## src/hw/rtl/error_metric_accumulator_macros.svh

```systemverilog
// Assertion macros shared by the error metric accumulator RTL.
// Depends on nothing; define ASSERT_OFF to compile the checks away.
`ifndef ERROR_METRIC_ACCUMULATOR_MACROS_SVH
`define ERROR_METRIC_ACCUMULATOR_MACROS_SVH
`ifndef ASSERT_OFF
// Property that must hold at every clock edge outside reset.
`define EMAC_ASSERT(lbl, clk, rst, prop) \
  lbl: assert property (@(posedge clk) disable iff (rst) (prop)) \
    else $error("emac check failed");
// Condition that must never be true outside reset.
`define EMAC_ASSERT_NEVER(lbl, clk, rst, expr) \
  lbl: assert property (@(posedge clk) disable iff (rst) !(expr)) \
    else $error("emac forbidden condition seen");
`else
`define EMAC_ASSERT(lbl, clk, rst, prop)
`define EMAC_ASSERT_NEVER(lbl, clk, rst, expr)
`endif
`endif

```

## src/hw/rtl/emac_pkg.sv

```systemverilog
// Package for the error metric accumulator: widths, codes and the job record.
// Depends on nothing; used by every module of the block.
package emac_pkg;

  localparam int SAMPLE_W  = 24;
  localparam int MAX_PAIRS = 4096;
  localparam int CNT_W     = 13;
  localparam int SUM_W     = 36;
  localparam int SAE_W     = 37;
  localparam int SSE_W     = 62;
  localparam int SSQ_W     = 58;
  localparam int MODE_W    = 3;
  localparam int ST_W      = 2;
  localparam int VAL_W     = 64;
  localparam int QDEPTH    = 2;
  localparam int QCNT_W    = 2;

  localparam logic [MODE_W-1:0] MODE_MSE  = 3'd0;
  localparam logic [MODE_W-1:0] MODE_MAE  = 3'd1;
  localparam logic [MODE_W-1:0] MODE_MAPE = 3'd2;
  localparam logic [MODE_W-1:0] MODE_RMSE = 3'd3;
  localparam logic [MODE_W-1:0] MODE_R2   = 3'd4;
  localparam logic [MODE_W-1:0] MODE_MISM = 3'd5;
  localparam logic [MODE_W-1:0] MODE_PRE  = 3'd6;

  localparam logic [ST_W-1:0] ST_OK   = 2'd0;
  localparam logic [ST_W-1:0] ST_ZDEN = 2'd1;
  localparam logic [ST_W-1:0] ST_LEN  = 2'd2;
  localparam logic [ST_W-1:0] ST_SAT  = 2'd3;

  localparam logic [VAL_W-1:0] VAL_ONE = 64'h0000_0001_0000_0000;
  localparam logic [VAL_W-1:0] VAL_MAX = 64'h7FFF_FFFF_FFFF_FFFF;

  // Everything the back end needs to finish one data set.
  typedef struct packed {
    logic [CNT_W-1:0]           n;
    logic signed [SUM_W-1:0]    sum_ref;
    logic signed [SUM_W-1:0]    sum_apx;
    logic [SAE_W-1:0]           sae;
    logic [SSE_W-1:0]           sse;
    logic [SSQ_W-1:0]           ssr;
    logic [SSQ_W-1:0]           ssa;
    logic [CNT_W-1:0]           mism;
    logic signed [SAMPLE_W-1:0] first;
  } job_t;

endpackage

```

## src/hw/rtl/emac_queue.sv

```systemverilog
// Short job queue between the front end and the back end.
// Depends on emac_pkg.
module emac_queue import emac_pkg::*; (
  input  logic              clk,
  input  logic              rst,
  input  logic              wr,
  input  job_t              wr_job,
  input  logic              rd,
  output job_t              rd_job,
  output logic              q_empty,
  output logic [QCNT_W-1:0] q_count
);

  localparam int PTR_W = $clog2(QDEPTH);

  job_t             slots [QDEPTH];
  logic [PTR_W-1:0] wr_ptr;
  logic [PTR_W-1:0] rd_ptr;

  assign q_empty = (q_count == '0);
  assign rd_job  = slots[rd_ptr];

  always_ff @(posedge clk) begin
    if (rst) begin
      wr_ptr  <= '0;
      rd_ptr  <= '0;
      q_count <= '0;
    end else begin
      if (wr) begin
        wr_ptr <= (wr_ptr == PTR_W'(QDEPTH - 1)) ? '0 : wr_ptr + 1'b1;
      end
      if (rd) begin
        rd_ptr <= (rd_ptr == PTR_W'(QDEPTH - 1)) ? '0 : rd_ptr + 1'b1;
      end
      q_count <= q_count + QCNT_W'(wr) - QCNT_W'(rd);
    end
    if (wr) begin
      slots[wr_ptr] <= wr_job;
    end
  end

endmodule

```

## config.mk

```make
export PLATFORM = sky130hd
export DESIGN_NAME = emac_queue
export DESIGN_NICKNAME = d
export VERILOG_FILES = /design/src/hw/rtl/error_metric_accumulator_macros.svh /design/src/hw/rtl/emac_pkg.sv /design/src/hw/rtl/emac_queue.sv
export SDC_FILE = /design/constraint.sdc
export NUM_CORES = 1
export LEC_CHECK = 0
export BUFFER_PORTS_ARGS = -buffer_cell sky130_fd_sc_hd__buf_2
export CAP_MARGIN = 5
export CORE_AREA = 2 2 299 301
export CTS_CLUSTER_SIZE = 28
export DETAILED_ROUTE_END_ITERATION = 6
export DIE_AREA = 0 0 301 303
export GPL_ROUTABILITY_DRIVEN = 0
export SLEW_MARGIN = 20
export SYNTH_ARGS = -nofsm -noshare
export SYNTH_HDL_FRONTEND = slang
export SYNTH_SLANG_ARGS = --single-unit
```

## constraint.sdc

```tcl
create_clock -name clk -period 29.5 [get_ports clk]
set_input_delay 2.95 -clock clk [delete_from_list [all_inputs] [get_ports clk]]
set_output_delay 2.95 -clock clk [all_outputs]
set_load 0.01 [all_outputs]
```

# Word level (Yosys, flattened, before mapping)
# Memory sizes are Yosys's and may differ from the RTL's. A register that Yosys moved wholly into a read port is not among the register bits.
# Cells that the tools add are included.
[word_totals] regBits=4 ram_bits=674 input_bits=341 out_inout_bits=340 elab_cells=15 mem_count=1
[op_classes] n_addsub=4 muxes=6 reduce_logical=1
[mem_list] memory="slots" words=2 width=337 read_ports=1 rd_ports_with_merged_regs=1 write_ports=1 line_no="emac_queue.sv:16" source="job_t slots [QDEPTH];"
[op_table] cell="$mux 1" n=6
[op_table] cell="$add 1x1->1 const B" n=2
[op_table] cell="$add 2x1->2" n=1
[op_table] cell="$logic_not 2->1" n=1
[op_table] cell="$sub 2x1->2" n=1

# Longest topological paths before layout
[depth] depth_word=4 mapped_depth=6 ltp_nobuf=6

# Least setup slack after synthesis
# OpenSTA, ideal clock, no wires.
[synth_timing] path_kind="input to register" start="input wr" end="memory slots[0][0] (netlist bit), enable pin" setup_time_ns=1.083 t_arrival_ns=17.425 required_time_ns=28.417 slack_ns=10.991 cell_stages=1 path_buffers=0 cell_sequence="nor2b_1"
[synth_via] elab_chain_len=2
[synth_rtl] item="start: declaration" line_no="emac_queue.sv:6" source="input logic wr,"
[synth_rtl] item="$mux 1" line_no="emac_queue.sv:37" source="if (wr) begin"
[synth_rtl] item="$mux 1 (not written as such)" line_no="emac_queue.sv:38" source="slots[wr_ptr] <= wr_job;"
[synth_rtl] item="end: declaration" line_no="emac_queue.sv:16"
# Every way passes these cells.

==> impl_metrics.tcl <==
set metrics [dict create \
    nFillCells 8148 \
    design_power_total_mw 2.300 \
    grtUsageTotal_pct 11.99 \
    antenna_found_initial 16 \
    netlist_instances 1069 \
    setup_viol 0 \
    hold_path.class "reg2reg" \
    synth-edff-count 674 \
    cts_resized 0 \
    clk_latency_ns 0.60 \
    regArea_um2 20340 \
    start_util_pct 29.78 \
    min_period_ns 7.748 \
    finalWorstSetupSlack_ns 21.75 \
    fin_setup_tns_ns 0 \
    ios 681 \
    finalHoldViolCount 0 \
    htree_levels 3 \
    netlist_area_um2 26200 \
    synthArstFlopShare_pct 0 \
    ys_seq_area_share_pct 77.63 \
    finalWirelength_um 58250 \
    routedWlPerCell_um 19.25 \
    path_class "reg2out" \
    num_vias 12670 \
    dpl.hpwl_um 41170 \
    grt_pass1_wl_um 82230 \
    syn2layout_area_growth_pct 25.28 \
    ctsHoldBuffers 0 \
    drive_above_1_share_pct 61.11 \
    rsz0062_at_grt "no" \
    synth-main-ff-cell "edfxtp_1" \
    grt_pass1_vias 13410 \
    clockBufferDepth 3 \
    slew_headroom_pct 30.06 \
    crit_required_ns 26.55 \
    cts_root_buffer "clkbuf_16" \
    ys_seq_elements 679 \
    multi_input_comb_area_um2 5146 \
    status "complete, no violations" \
    grt_overflow 0 \
    r2r_setup_slack_ns 26.13 \
    syn_nets 1412 \
    end_kind "output pin" \
    drt_iter0_drc 610 \
    p_leak_nw 12.81 \
    yosysUniqueCellTypes 13 \
    fp-row-count 109 \
    fin_skew_ns 0.01666 \
    firstDrtPassIters 4 \
    worst_ep_arrival_time_ns 4.80 \
    numCtsBuffers 74 \
    critPathLaunchType "flip-flop" \
    drc_errors 0 \
    fp.dieW_um 301 \
    p_per_area_nw_per_um2 70.08 \
    nets 2143 \
    ir_drop_mv 0.05157 \
    die_h_um 303 \
    post-cts-setup-buffer-count 0 \
    fp.dieArea_um2 91200 \
    grt_max_degree 151 \
    yosys.area.top_type_share_pct 77.25 \
    clock_sinks 679 \
    avgViaCountPerCell 4.186 \
    yosys_warnings 0 \
    syn_area_per_cell_um2 24.51 \
    cp_max_fo 55 \
    pre_cts_slack_ns 22.29 \
    cts_tree "built" \
    maxCapViolations 0 \
    yosysMostFrequentCell "edfxtp_1" \
    fin_crit_sh_pct 26.26 \
    tightestPinTransition_ns 1.049 \
    yosys.area.top_type "edfxtp_1" \
    clkSlewWorstSetupHoldPaths_ns 0.06 \
    core-area_um2 87970 \
    max_freq_mhz 129.1 \
    ant_nets 0 \
    io_buffers 680 \
    synth_area_leaders "edfxtp_1, mux2_4, buf_12, dfxtp_1, mux2_2" \
    maxSlewViolCount 0 \
    yosys-top-cells-count "edfxtp_1, mux2_4, buf_12, mux2_2" \
]
-- worst paths after layout --
check,startpoint,to,cells past startpoint
worst max-delay path,flip-flop,rd_job[165],5
worst min-delay path,rd_ptr,flip-flop,2
worst max register to register,wr_ptr,slots[1][193],3
worst min register to register,rd_ptr,flip-flop,2
-- metal layers --
metal | part of all wire [%] | track usage [%] | up-vias
li1 | - | - | 5761
met1 | 34 | 11.84 | 6321
met2 | 54 | 22.05 | 442
met3 | 8.8 | 5.113 | 124
met4 | 3.0 | 4.738 | 18
met5 | 0.20 | 0 | -
-- through the flow --
stage               utilization (%)  hold WS [ns]  area [um^2]  cells
floorplan                         -        0.4799        26200   1069
global placement              34.65        0.4979        30480   2889
detailed placement            34.65        0.5128        30480   2889
CTS                           37.29        0.5333        32810   3019
global route                  37.31        0.5526        32820   3026
finish                        37.31        0.5376        32820   3026
-- kinds of logic (layout without fill, tap and decap cells) --
family	Yosys count	after routing	share of synthesized area [%]
xor gates and xnor gates	3	3	0.1528
other	0	7	0
buffers and inverters	40	825	2.765
DFF	679	679	77.63
and+or+nand+nor	8	8	0.1433
muxes	337	337	19.21
adders and majority gates	2	2	0.09550
-- layout make-up --
| type | count | area share [%] |
|---|---|---|
| antenna | 7 | 0.05337 |
| clock buffer | 91 | 5.901 |
| clock inverter | 39 | 1.185 |
| inverter | 2 | 0.02287 |
| multi-input combinational | 350 | 15.68 |
| sequential | 679 | 61.98 |
| tap | 1165 | 4.441 |
| timing repair buffer | 693 | 10.74 |
-- cells in the final DEF (no fill, tap or decap) --
| cell | Yosys | layout |
|---|---|---|
| clkbuf_16 | 0 | 75 |
| clkinv_8 | 0 | 2 |
| inv_1 | 2 | 2 |
| and2_4 | 0 | 1 |
| inv_16 | 0 | 1 |
| mux2_2 | 7 | 7 |
| xnor3_1 | 1 | 1 |
| clkbuf_1 | 0 | 16 |
| nor2_1 | 5 | 5 |
| clkinvlp_4 | 0 | 2 |
| edfxtp_1 | 674 | 674 |
| nor2b_1 | 2 | 1 |
| buf_12 | 33 | 2 |
| dfxtp_1 | 5 | 4 |
| xnor2_1 | 2 | 2 |
| nor2b_4 | 0 | 1 |
| mux2_4 | 330 | 330 |
| buf_2 | 0 | 680 |
| dfxtp_4 | 0 | 1 |
| ha_1 | 2 | 2 |
| clkinv_4 | 0 | 2 |
| buf_4 | 0 | 11 |
| inv_6 | 0 | 3 |
| bufinv_16 | 0 | 6 |
| clkinv_2 | 0 | 9 |
| clkinv_1 | 0 | 14 |
| diode_2 | 0 | 7 |
-- flip-flops by register name, indices dropped and copies added, names as in the netlist, named ones only --
register  cells
slots       674
q_count       2
rd_ptr        1
wr_ptr        1
-- worst max-delay path: stages, from the launching register on --
cell	delay, ns
dfxtp_4	0.88
buf_4	0.86
buf_4	0.89
buf_4	0.88
mux2_4	0.35
buf_2	0.15
-- power by group --
group | switching [mW] | leakage (nW) | total, mW | internal [mW]
Clock | 0.361 | 1.13 | 0.882 | 0.521
Sequential | 0.0185 | 6.37 | 1.15 | 1.13
Combinational | 0.135 | 5.31 | 0.270 | 0.136
Note: power is estimated with default switching activity, not from simulation.
